## config.mk

```make
export PLATFORM = sky130hd
export DESIGN_NAME = iff_controller
export DESIGN_NICKNAME = d
export VERILOG_FILES = /design/src/iff_pkg.sv /design/src/iff_controller.sv
export SDC_FILE = /design/constraint.sdc
export NUM_CORES = 1
export LEC_CHECK = 0
export BUFFER_PORTS_ARGS = -buffer_cell sky130_fd_sc_hd__buf_2
export CORE_UTILIZATION = 42
export CTS_CLUSTER_SIZE = 20
export DETAILED_ROUTE_END_ITERATION = 8
export GPL_TIMING_DRIVEN = 0
export PLACE_DENSITY_LB_ADDON = 0.1
export SLEW_MARGIN = 15
export SYNTH_ARGS = -nofsm -noshare
export SYNTH_HDL_FRONTEND = slang
export SYNTH_SLANG_ARGS = --single-unit
```

## constraint.sdc

```tcl
create_clock -name clk_i -period 2.1 [get_ports clk_i]
set_input_delay 0.21 -clock clk_i [delete_from_list [all_inputs] [get_ports clk_i]]
set_output_delay 0.21 -clock clk_i [all_outputs]
set_load 0.05 [all_outputs]
```

## src/iff_pkg.sv

```systemverilog
// ----------------------------------------------------------------------------
// iff_pkg
// Shared types and constants of the integer field formatter.
// ----------------------------------------------------------------------------
`default_nettype none
package iff_pkg;
  localparam int unsigned MaxFieldWidth     = 55;
  localparam int unsigned MaxDigitPrecision = 43;
  localparam int unsigned DigitMax          = 22;
  localparam int unsigned CntW              = 6;
  localparam int unsigned DigIdxW           = 5;

  typedef enum logic [1:0] {
    RADIX_OCT = 2'd0,
    RADIX_DEC = 2'd1,
    RADIX_HEX = 2'd2,
    RADIX_HX3 = 2'd3
  } radix_e;

  typedef enum logic [3:0] {
    ST_IDLE,
    ST_DIV,
    ST_SETUP,
    ST_LPAD,
    ST_SIGN,
    ST_PFX0,
    ST_PFXX,
    ST_ZPAD,
    ST_PZERO,
    ST_DIGIT,
    ST_RPAD
  } state_e;

  typedef enum logic [2:0] {
    CH_SPACE,
    CH_SIGN,
    CH_ZERO,
    CH_X,
    CH_DIGIT
  } char_sel_e;

  typedef struct packed {
    logic      load;
    logic      div_step;
    logic      setup;
    char_sel_e sel;
    logic      last;
    logic      cnt_load_pad;
    logic      cnt_load_zeros;
    logic      cnt_dec;
    logic      dig_dec;
  } ctrl_t;

  typedef struct packed {
    logic            div_done;
    logic [CntW-1:0] cnt;
    logic            cnt_zero;
    logic            dig_one;
    logic            has_sign;
    logic [1:0]      plen;
    logic            zfill;
    logic            left;
    logic [CntW-1:0] pad;
  } status_t;

  function automatic logic [7:0] digit_char(input logic [3:0] d, input logic upper);
    logic [7:0] r;
    if (d < 4'd10) r = 8'h30 + {4'd0, d};
    else r = (upper ? 8'h41 : 8'h61) + {4'd0, d} - 8'd10;
    return r;
  endfunction
endpackage
`default_nettype wire

```

## src/iff_controller.sv

```systemverilog
// ----------------------------------------------------------------------------
// iff_controller
// Sequencer: division, setup, then field sections, one beat per cycle within a section while the receiver is ready.
// ----------------------------------------------------------------------------
`default_nettype none
module iff_controller import iff_pkg::*; (
  input  wire logic    clk_i,
  input  wire logic    rst_ni,
  input  wire logic    in_valid_i,
  output logic         in_ready_o,
  output logic         out_valid_o,
  input  wire logic    out_ready_i,
  input  wire status_t status_i,
  output ctrl_t        ctrl_o
);
  state_e state_q, state_d;

  always_ff @(posedge clk_i or negedge rst_ni) begin
    if (!rst_ni) state_q <= ST_IDLE;
    else state_q <= state_d;
  end

  logic more;
  always_comb begin
    state_d = state_q;
    ctrl_o = '0;
    ctrl_o.sel = CH_SPACE;
    in_ready_o = 1'b0;
    out_valid_o = 1'b0;
    more = 1'b0;
    case (state_q)
      ST_IDLE: begin
        in_ready_o = 1'b1;
        if (in_valid_i) begin
          ctrl_o.load = 1'b1;
          state_d = ST_DIV;
        end
      end
      ST_DIV: begin
        if (status_i.div_done) state_d = ST_SETUP;
        else ctrl_o.div_step = 1'b1;
      end
      ST_SETUP: begin
        ctrl_o.setup = 1'b1;
        state_d = ST_LPAD;
      end
      ST_LPAD: begin
        state_d = ST_SIGN;
        if (!status_i.left && !status_i.zfill && status_i.pad != '0) begin
          ctrl_o.sel = CH_SPACE;
          out_valid_o = 1'b1;
          state_d = ST_LPAD;
          if (out_ready_i) begin
            ctrl_o.cnt_dec = 1'b1;
            if (status_i.cnt == CntW'(1)) state_d = ST_SIGN;
          end
        end
      end
      ST_SIGN: begin
        state_d = ST_PFX0;
        if (status_i.has_sign) begin
          ctrl_o.sel = CH_SIGN;
          out_valid_o = 1'b1;
          if (!out_ready_i) state_d = ST_SIGN;
        end
      end
      ST_PFX0: begin
        state_d = ST_PFXX;
        if (status_i.plen != 2'd0) begin
          ctrl_o.sel = CH_ZERO;
          out_valid_o = 1'b1;
          if (!out_ready_i) state_d = ST_PFX0;
        end
        if (state_d == ST_PFXX) ctrl_o.cnt_load_pad = 1'b1;
      end
      ST_PFXX: begin
        state_d = ST_ZPAD;
        if (status_i.plen == 2'd2) begin
          ctrl_o.sel = CH_X;
          out_valid_o = 1'b1;
          if (!out_ready_i) state_d = ST_PFXX;
        end
      end
      ST_ZPAD: begin
        if (status_i.zfill && !status_i.cnt_zero) begin
          ctrl_o.sel = CH_ZERO;
          out_valid_o = 1'b1;
          if (out_ready_i) ctrl_o.cnt_dec = 1'b1;
        end else begin
          ctrl_o.cnt_load_zeros = 1'b1;
          state_d = ST_PZERO;
        end
      end
      ST_PZERO: begin
        if (!status_i.cnt_zero) begin
          ctrl_o.sel = CH_ZERO;
          out_valid_o = 1'b1;
          if (out_ready_i) ctrl_o.cnt_dec = 1'b1;
        end else begin
          state_d = ST_DIGIT;
        end
      end
      ST_DIGIT: begin
        ctrl_o.sel = CH_DIGIT;
        out_valid_o = 1'b1;
        more = status_i.left && status_i.pad != '0;
        ctrl_o.last = status_i.dig_one && !more;
        if (out_ready_i) begin
          if (status_i.dig_one) begin
            if (more) begin
              ctrl_o.cnt_load_pad = 1'b1;
              state_d = ST_RPAD;
            end else begin
              state_d = ST_IDLE;
            end
          end else begin
            ctrl_o.dig_dec = 1'b1;
          end
        end
      end
      ST_RPAD: begin
        ctrl_o.sel = CH_SPACE;
        out_valid_o = 1'b1;
        ctrl_o.last = (status_i.cnt == CntW'(1));
        if (out_ready_i) begin
          ctrl_o.cnt_dec = 1'b1;
          if (status_i.cnt == CntW'(1)) state_d = ST_IDLE;
        end
      end
      default: state_d = ST_IDLE;
    endcase
  end
endmodule
`default_nettype wire

```

Word-level counts from Yosys, hierarchy flattened
Index checks and enable logic that the tools add are counted.

Flip-flop bits (word level): 4. Input port bits: 24. Output and inout port bits: 13. Logic and storage cells: 91.

Equal/unequal tests: 21. Mux-type cells: 55. Reduce and logical (&&, ||, !) cells: 14.

Operators with widths (count): $mux W4 (12); $pmux W4 S11 (1); $mux W1 (30); $eq A4 B3 Y1 const B (5); $pmux W3 S6 (1); $ne A2 B2 Y1 const B (8); $eq A4 B4 Y1 const B (3); $mux W2 (6); $eq A4 B2 Y1 const B (2); $reduce_and A8 Y1 (1); $pmux W1 S7 (1); $eq A6 B1 Y1 const B (1); $reduce_bool A6 Y1 (1); $logic_and A1 B1 Y1 (5); $eq A4 B1 Y1 const B (1); $logic_not A1 Y1 (4); $logic_not A4 Y1 (1); $pmux W1 S2 (2); $pmux W1 S4 (1); $mux W3 (1); $eq A2 B2 Y1 const B (1); $reduce_bool A2 Y1 (1); $reduce_or A2 Y1 (1).

Longest topological paths before layout
Gate-level depths: netlist of run 1.

Depth in word-level cells: 6. Depth in mapped cells: 6. Depth with buffers taken out: 5.

Worst setup path after synthesis of run 1
OpenSTA, ideal clock, no wires.

Path kind: register to output. Start: register state_q[0]. End: output port ctrl_o[10] (netlist bit). Data arrival time: 2784 ps. Data required time: 1890 ps. Setup slack: -894 ps. Stages on the path, launching flop included: 4. Buffers on the path: 1. Cell sequence: dfrtp_1 buf_2 nor4_1 and2_1.

RTL lines: start, declared (RTL line iff_controller.sv:16) `state_e state_q, state_d;`; start signal, assigned (RTL line iff_controller.sv:20) `else state_q <= state_d;`; end, declared (RTL line iff_controller.sv:14) `output ctrl_t ctrl_o`.

Worst setup path in the final report of run 1
Start: register state_q[2]. End: output port out_valid_o.

Longest elaborated chain between the ends: 3. Elaborated cells on any way between the ends: 10. Those cells by class: 8 x eq/ne; 1 x mux; 1 x reduce/logical.

RTL lines: $eq A4 B4 Y1 (RTL line iff_controller.sv:31) `case (state_q)`; $reduce_or A2 Y1 (no line); $pmux W1 S7 (*) (RTL line iff_controller.sv:31); end, declared (RTL line iff_controller.sv:11) `output logic out_valid_o,`.

Every way passes the cells marked *; elsewhere a longest branch is shown, timed or not.

==> summary.md, run 1 <==
| Metric | Value |
|---|---|
| Syn_nets | 114 |
| Yosys cell types | 36 |
| Fin nets | 157 |
| GRT Total Usage | 0.249 |
| Slew Viols, Final | 0 |
| Largest register FFs | 4 |
| Yosys warning total | 0 |
| # H-tree levels | 1 |
| Port buffer count | 36 |
| FILL cells | 124 |
| Root Driver | clkbuf_4 |
| Die Footprint | 1600 um2 |
| Initial drt markers | 23 |
| Final Critical Period | 2.03 ns |
| Die Ht | 40.0 um |
| Final Setup Violations | 0 |
| Total grt overflow | 0 |
| Leak | 0.439 nW |
| Clk buf depth | 2 |
| N_diodes | 0 |
| Vias in the first global route | 659 |
| Core box area | 1320 um2 |
| Worst Path Required | 1.89 ns |
| Multi-input logic area | 514 um2 |
| WL/cell | 13.3 um |
| Slew at the pin closest to its max-slew limit | 0.475 ns |
| Post-synthesis register bit count | 4 |
| Pre-CTS WS | 0.164 ns |
| CTS buffer count | 3 |
| Power Dens Cells | 1500 nW/um2 |
| Final Skew | 0.00399 ns |
| Largest reg by FF count | state_q |
| First-pass GRT wire length | 2710 um |
| Syn avg cell area | 6.74 um2 |
| Reg2Reg Launch Point | state_q[2]$_DFFE_PN0P_ |
| Critical path arrival | 1.82 ns |
| Top Registers | state_q (4) |
| Post-synthesis cell count | 90 |
| Initial Utilization | 0.461 |
| CP startpoint kind | flip-flop |
| Power, Total | 1.35 mW |
| # IOs | 37 |
| Syn Std Cell Area | 607 um2 |
| Fmax | 0.493 GHz |
| Post-DP HPWL | 1440 um |
| Iteration count of the initial detailed-routing pass | 4 |
| Most used cell along the critical path | clkbuf_4 |
| Syn-to-layout area delta | 48.7% |
| Final core occ | 0.685 |
| Crit path max fanout | 10 |
| Die width | 40.0 um |
| Crit. End Element | output pin |
| DR vias/cell | 5.74 |
| Top delay family on crit path | buffers and inverters |
| Synth top area share | 0.165 |
| CTS sink count | 4 |
| Gp weighted congestion | 0.919 |
| Status | finished clean |
| Critical path class | flip-flop to output pin |
| Max Cap Viol | 0 |
| Worst Path Buf+Inv | 2 |
| Largest cells by area after synthesis | dfrtp_1 16%, nor2_1 8.0%, a21oi_1 5.8% |
| Residual DRC count | 0 |
| Layout cells sized above 1 | 0.435 |
| FP Rows | 13 |
| Clock Latency Late Sink | 0.23 ns |
| Slowest cell on the critical path | dfrtp_1 |
| Initial antenna violation count | 0 |
| Largest net degree at the start of global routing | 11 |
| Endpoints failing hold | 0 |
| Register area share after synthesis | 0.165 |
| Critical path cell sequence | clkbuf_4 -> nor2b_1 -> a32oi_2 -> o21ai_2 -> or2_1 -> clkbuf_4 |
| Area leader, netlist | dfrtp_1 |
| Final ANT Viol Nets | 0 |
| Worst setup path start | state_q[2]$_DFFE_PN0P_ |
| Slew margin rel. | 0.681 |
| Crit share post-route | 0.967 |
| WL final | 1940 um |
| Commonest non-fill, non-tap cells in the layout | 36 x buf_2, 11 x nor2_1, 7 x a21oi_1 |
| CTS tree | done |
| Commonest non-fill, non-tap cell in the layout | buf_2 |
| Worst VDD drop | 0.910 mV |
| Final WS setup | 0.0696 ns |
| Max stage delay on crit path | 0.40 ns |
| Reg area | 100 um2 |
| Reg clk slew, reported paths | 0.04 ns |
| DR vias | 838 |
| Hold crit path type | primary input to asynchronous set/reset pin |
==> report_power, final <==
| part | internal, mW | switching (mW) |
|---|---|---|
| registers | 0.119 | 0.0497 |
| clock network | 0.0637 | 0.0287 |
| logic | 0.369 | 0.719 |
| total | 0.552 | 0.798 |
==> worst paths after layout <==
check / slack [ns] / endpoint / depth (start not counted)
min reg2reg: 0.79 / state_q[2]$_DFFE_PN0P_ / 3
min in group clk_i: 0.35 / state_q[2]$_DFFE_PN0P_ / 3
max in group asynchronous: 1.66 / state_q[2]$_DFFE_PN0P_ / 2
max reg2reg: 0.21 / state_q[1]$_DFFE_PN0P_ / 7
max: 0.07 / out_valid_o / 6
min: 0.32 / state_q[3]$_DFFE_PN0P_ / 2
==> final cells by class <==
cell class              instances  area share
plain buffers                   4      0.0305
repair buffers                 38       0.222
clock buffers                   3      0.0250
well taps                      15      0.0208
inverters                       5      0.0208
flip-flops and latches          4       0.111
multi-input cells              77       0.570
==> per-stage QoR <==
stage               area (um2)  hold slack, ns  cells  TNS [ns]
floorplan                  646         -0.0856     90         0
global placement           845          0.0128    141         0
detailed placement         845          0.0138    141         0
CTS                        885           0.306    145         0
global route               902           0.347    146   -0.0107
finish                     902           0.324    146         0
==> layer usage <==
layer  vias up  global-route usage  routed length (um)
li1        421                   -                   -
met1       382               0.339                 901
met2        33               0.427                 918
met5         -                   0                   0
met4         0              0.0776                  17
met3         2                   0                 101
==> synth_stat cells <==
cell,number
a211oi_1,1
a21bo_2,1
a21boi_1,1
a21o_1,2
a21oi_1,7
a22oi_1,1
a32oi_1,1
and2_1,2
and3b_1,1
and4b_1,1
buf_2,3
buf_4,1
dfrtp_1,4
inv_1,4
inv_2,1
mux2i_1,2
nand2_1,6
nand2b_1,5
nand3_1,4
nand4b_1,2
nand4bb_1,1
nor2_1,13
nor2b_1,2
nor3_1,4
nor4_1,4
nor4b_1,1
o2111a_1,1
o21ai_0,4
o21ai_1,3
o22a_1,1
o22ai_1,1
o31ai_2,1
o32ai_1,1
or2_1,1
or2_2,1
or4b_1,1
==> worst register-to-register path, cell delays in order (launching register included) <==
cell      delay [ns]
dfrtp_1         0.40
clkbuf_4        0.22
nor2b_1         0.18
a32oi_2         0.25
buf_4           0.17
nand3_1         0.16
a21oi_1         0.25
o32ai_1         0.13
==> kinds of logic after synthesis <==
logic type | Yosys count | share of synthesized area
multiplexers | 2 | 0.0330
flip-flops | 4 | 0.165
buffers and inverters | 9 | 0.0680
AND/OR/NAND/NOR | 49 | 0.447
AO/OA/AOI/OAI | 26 | 0.287
==> what timing repair did <==
| action | 4_1_cts | 5_1_grt |
|---|---|---|
| cloned | 0 | 0 |
| buffers inserted | 0 | 1 |
| hold endpoints to repair | 4 | 0 |
| resized for setup | 1 | 4 |
| pin swaps | 0 | 1 |
| hold buffers | 1 | 0 |
| setup endpoints to repair | 1 | 1 |
Note: power is estimated with default switching activity, not from simulation.
==> run 2, diff against run 1 <==
Settings changed: GPL_ROUTABILITY_DRIVEN set to 0, PLACE_DENSITY set to 0.88, PLACE_DENSITY_LB_ADDON 0.1 to not set, SKIP_CTS_REPAIR_TIMING set to 1.
==> run 2 against run 1 <==
Effect of this change: sequential share of layout area rose by 0.062 points; non-clock buffer count fell by 1; power fell by 0.52%; sequential power fell by 3%; largest cell class unchanged; largest power group unchanged.
==> summary.md, run 2 (same netlist as run 1, synthesis figures left out) <==
| Metric | Value |
|---|---|
| Final Setup Violations | 0 |
| WL final | 1810 um |
| Critical path class | flip-flop to output pin |
| DR vias | 836 |
| Internal power | 0.552 mW |
| First-pass GRT wire length | 2680 um |
| Worst Path Buf+Inv | 2 |
| Port buffer count | 36 |
| Fmax | 0.499 GHz |
| Post-Route M1 WL | 782 um |
| Crit path max fanout | 10 |
| Clock Power Share | 0.068 |
| Combinational share of power | 0.811 |
| Status | finished clean |
| Post-DP HPWL | 1460 um |
| FP Rows | 13 |
| Endpoints failing hold | 0 |
| Setup slack, reg-to-reg | 0.30 ns |
| Routed length on met2 | 849 um |
| Die width | 40.0 um |
| DR vias/cell | 5.77 |
| Worst Path Required | 1.89 ns |
| CTS tree | done |
| Placed cells | 141 |
| GRT Total Usage | 0.245 |
| Max Cap Viol | 0 |
| Slew at the pin closest to its max-slew limit | 0.474 ns |
| Critical path cell sequence | clkbuf_4 -> nor2b_1 -> a32oi_2 -> o21ai_2 -> or2_1 -> buf_4 |
| # IOs | 37 |
| Power Dens Cells | 1500 nW/um2 |
| Final Critical Period | 2.00 ns |
| Commonest non-fill, non-tap cells in the layout | 36 x buf_2, 10 x nor2_1, 7 x a21oi_1 |
| Largest register FFs | 4 |
| Fin nets | 156 |
| Vias in the first global route | 659 |
| Final ANT Viol Nets | 0 |
| Largest reg by FF count | state_q |
| Commonest non-fill, non-tap cell in the layout | buf_2 |
| Clk buf depth | 2 |
| Initial Utilization | 0.461 |
| N_diodes | 0 |
| Hold crit path type | primary input to asynchronous set/reset pin |
| Slew margin rel. | 0.681 |
| Iteration count of the initial detailed-routing pass | 4 |
| Root Driver | clkbuf_4 |
| Fin cells | 145 |
| Top delay family on crit path | buffers and inverters |
| Leak | 0.436 nW |
| RSZ-0062 raised after global routing | false |
| Core box area | 1320 um2 |
| Total grt overflow | 0 |
| NetSw | 0.790 mW |
| Crit. End Element | output pin |
| Initial drt markers | 31 |
| WL/cell | 12.4 um |
| CP startpoint kind | flip-flop |
| CTS sink count | 4 |
| CTS buffer count | 3 |
| Sw frac | 0.589 |
| Final Skew | 0.000162 ns |
| Die Ht | 40.0 um |
| Flop pwr share | 0.121 |
| Initial antenna violation count | 0 |
| Critical path arrival | 1.79 ns |
| Setup TNS | 0 ns |
| Die Footprint | 1600 um2 |
| Worst VDD drop | 0.932 mV |
| Residual DRC count | 0 |
| # H-tree levels | 1 |
| Layout cells sized above 1 | 0.438 |
| Top Registers | state_q (4) |
| Slew Viols, Final | 0 |
| Slowest cell on the critical path | dfrtp_1 |
| WL met3 | 173 um |
| Top routing layer used | met3 |
| Crit share post-route | 0.954 |
| Reg clk slew, reported paths | 0.04 ns |
| Max stage delay on crit path | 0.38 ns |
| Syn-to-layout area delta | 47.8% |
| Clock Latency Late Sink | 0.23 ns |
| Largest net degree at the start of global routing | 11 |
==> run 2: layout make-up <==
cell class | instances | area, um2
multi-input combinational | 77 | 517
fill | 122 | 420
timing repair buffer | 37 | 193
sequential | 4 | 100
buffer | 4 | 27.5
clock buffer | 3 | 22.5
inverter | 5 | 18.8
tap | 15 | 18.8
==> run 2: worst reg2reg max path: cells and delay by family, from the launching register on <==
kind	cells	cell delay [ns]
AO/OA/AOI/OAI	3	0.70
buffers and inverters	1	0.24
flip-flops	1	0.38
AND/OR/NAND/NOR	2	0.35
==> run 2: power groups by stage <==
stage | logic [mW] | clock network (mW) | registers, mW
after floorplan | 0.836 | 0 | 0.147
after global placement | 1.02 | 0 | 0.161
after detailed placement | 1.04 | 0 | 0.160
after CTS | 1.04 | 0.0964 | 0.159
after global routing | 1.16 | 0.104 | 0.171
final | 1.09 | 0.0911 | 0.163
==> run 2: path summary, 6_finish.rpt <==
path / start / to / depth (start not counted)
max: state_q[2]$_DFFE_PN0P_ / out_valid_o / 6
min: rst_ni / state_q[1]$_DFFE_PN0P_ / 2
max reg2reg: state_q[2]$_DFFE_PN0P_ / state_q[1]$_DFFE_PN0P_ / 6
min reg2reg: state_q[1]$_DFFE_PN0P_ / state_q[1]$_DFFE_PN0P_ / 3
max in group asynchronous: rst_ni / state_q[0]$_DFFE_PN0P_ / 2
min in group clk_i: status_i[7] / state_q[2]$_DFFE_PN0P_ / 3
==> run 2: through the flow <==
stage	area, um2	utilization	setup slack [ns]	hold WS, ns	total power, mW
after floorplan	646	-	0.0854	-0.0856	0.983
after global placement	845	0.641	0.238	0.0129	1.18
after detailed placement	845	0.641	0.226	0.0157	1.20
after CTS	867	0.658	-0.0179	-0.231	1.30
after global routing	897	0.681	0.0151	0.304	1.43
final	897	0.681	0.0964	0.316	1.34
==> run 2: metal layers <==
layer | vias to the layer above | track usage
li1 | 416 | -
met1 | 372 | 0.329
met2 | 48 | 0.411
met3 | 0 | 0.0167
met4 | 0 | 0.0862
met5 | - | 0
==> run 3, diff against run 2 <==
Settings changed: RECOVER_POWER set to 100.
==> run 3 against run 2 <==
Effect of this change: global-route usage did not move; core utilization fell by 0.66 points; hold slack better by 0.027 ns; sequential cell count unchanged; cell count unchanged; via count grew 1.7%; count of clock-buffer cells in the layout unchanged; sequential power hardly changed; register-to-register slack is essentially flat; first-iteration DRC count is 9.7% lower; clock power about the same; design area down 0.98%; critical path type unchanged; largest cell class unchanged.
==> summary.md, run 3 (same netlist as run 1, synthesis figures left out) <==
| Metric | Value |
|---|---|
| Leak | 0.412 nW |
| Die width | 40.0 um |
| Status | finished clean |
| Setup slack, reg-to-reg | 0.31 ns |
| FP Rows | 13 |
| RSZ-0062 raised after global routing | false |
| Critical path class | flip-flop to output pin |
| Syn-to-layout area delta | 46.4% |
| WL/cell | 12.5 um |
| Slew at the pin closest to its max-slew limit | 0.590 ns |
| Final Skew | 0.0000834 ns |
| Commonest non-fill, non-tap cells in the layout | 25 x buf_2, 11 x nor2_1, 7 x a21oi_1 |
| Die Ht | 40.0 um |
| DR vias | 850 |
| Reg2Reg Launch Point | state_q[2]$_DFFE_PN0P_ |
| Vias in the first global route | 659 |
| Crit. End Element | output pin |
| Final ANT Viol Nets | 0 |
| CTS tree | done |
| # H-tree levels | 1 |
| CP startpoint kind | flip-flop |
| Largest reg by FF count | state_q |
| Die Footprint | 1600 um2 |
| Fin nets | 156 |
| N_diodes | 0 |
| Power, Total | 1.33 mW |
| Final Cell Area | 888 um2 |
| Initial antenna violation count | 0 |
| Residual DRC count | 0 |
| Fmax | 0.497 GHz |
| Clk buf depth | 2 |
| GRT Total Usage | 0.245 |
| Total grt overflow | 0 |
| Endpoints failing hold | 0 |
| Final Setup Violations | 0 |
| Power Dens Cells | 1500 nW/um2 |
| Dpl cell area | 845 um2 |
| Crit share post-route | 0.958 |
| Root Driver | clkbuf_4 |
| Reg clk slew, reported paths | 0.04 ns |
| R2R Path End | state_q[1]$_DFFE_PN0P_ |
| Port buffer count | 36 |
| Largest net degree at the start of global routing | 11 |
| Largest register FFs | 4 |
| Layout cells sized above 1 | 0.392 |
| Initial drt markers | 28 |
| Final Critical Period | 2.01 ns |
| Crit path max fanout | 10 |
| # IOs | 37 |
| First-pass GRT wire length | 2680 um |
| Slew Viols, Final | 0 |
| Worst VDD drop | 0.919 mV |
| Top Registers | state_q (4) |
| Commonest non-fill, non-tap cell in the layout | buf_2 |
| Clock Latency Late Sink | 0.23 ns |
| Max Cap Viol | 0 |
| FF-to-FF path depth | 6 |
| Iteration count of the initial detailed-routing pass | 4 |
| CTS sink count | 4 |
| WL final | 1810 um |
| DR vias/cell | 5.86 |
| Hold crit path type | primary input to asynchronous set/reset pin |
| Critical path arrival | 1.80 ns |
| Post-DP HPWL | 1460 um |
| Initial Utilization | 0.461 |
| Slew margin rel. | 0.609 |
| Core box area | 1320 um2 |
| CTS buffer count | 3 |
| Worst Path Required | 1.89 ns |
==> run 3: critical path, cell delays in order, from the launching register on <==
cell and delay (ns):
dfrtp_1 0.38, clkbuf_4 0.24, nor2b_1 0.11, a32oi_2 0.31, o21ai_2 0.10, or2_1 0.23
buf_4 0.19
==> run 3: worst max path at each step <==
stage	cells past startpoint	end	slack (ns)	startpoint
floorplan	3	ctrl_o[10]	0.09	state_q[0]$_DFFE_PN0P_
global placement	6	state_q[1]$_DFFE_PN0P_	0.24	state_q[2]$_DFFE_PN0P_
detailed placement	6	state_q[1]$_DFFE_PN0P_	0.23	state_q[2]$_DFFE_PN0P_
CTS	6	out_valid_o	-0.02	state_q[2]$_DFFE_PN0P_
global route	5	ctrl_o[3]	0.01	state_q[1]$_DFFE_PN0P_
finish	6	out_valid_o	0.09	state_q[2]$_DFFE_PN0P_
==> run 3: power by group <==
part | switching [mW] | internal, mW
logic | 0.715 | 0.360
registers | 0.0458 | 0.119
clock network | 0.0274 | 0.0637
total | 0.788 | 0.542
==> run 3: metal layers <==
metal	GRT usage	wire (um)	vias to the layer above
met1	0.329	797	374
met4	0.0862	14	0
li1	-	-	414
met5	0	0	-
met2	0.411	833	58
met3	0.0167	165	4
==> run 3: final cells by class <==
| cell class | count | area (um2) |
|---|---|---|
| well taps | 15 | 18.8 |
| flip-flops and latches | 4 | 100 |
| inverters | 5 | 18.8 |
| clock buffers | 3 | 22.5 |
| fillers | 128 | 429 |
| multi-input cells | 77 | 514 |
| repair buffers | 37 | 186 |
| plain buffers | 4 | 27.5 |
==> run 3: per-stage QoR <==
| step | TNS (ns) | utilization | instances | hold WS (ns) | setup WS (ns) |
|---|---|---|---|---|---|
| after floorplan | 0 | - | 90 | -0.0856 | 0.0854 |
| final | 0 | 0.674 | 145 | 0.343 | 0.0889 |
| after detailed placement | 0 | 0.641 | 141 | 0.0157 | 0.226 |
| after global placement | 0 | 0.641 | 141 | 0.0129 | 0.238 |
| after global routing | 0 | 0.674 | 145 | 0.338 | 0.0133 |
| after CTS | -0.0179 | 0.658 | 144 | -0.231 | -0.0179 |
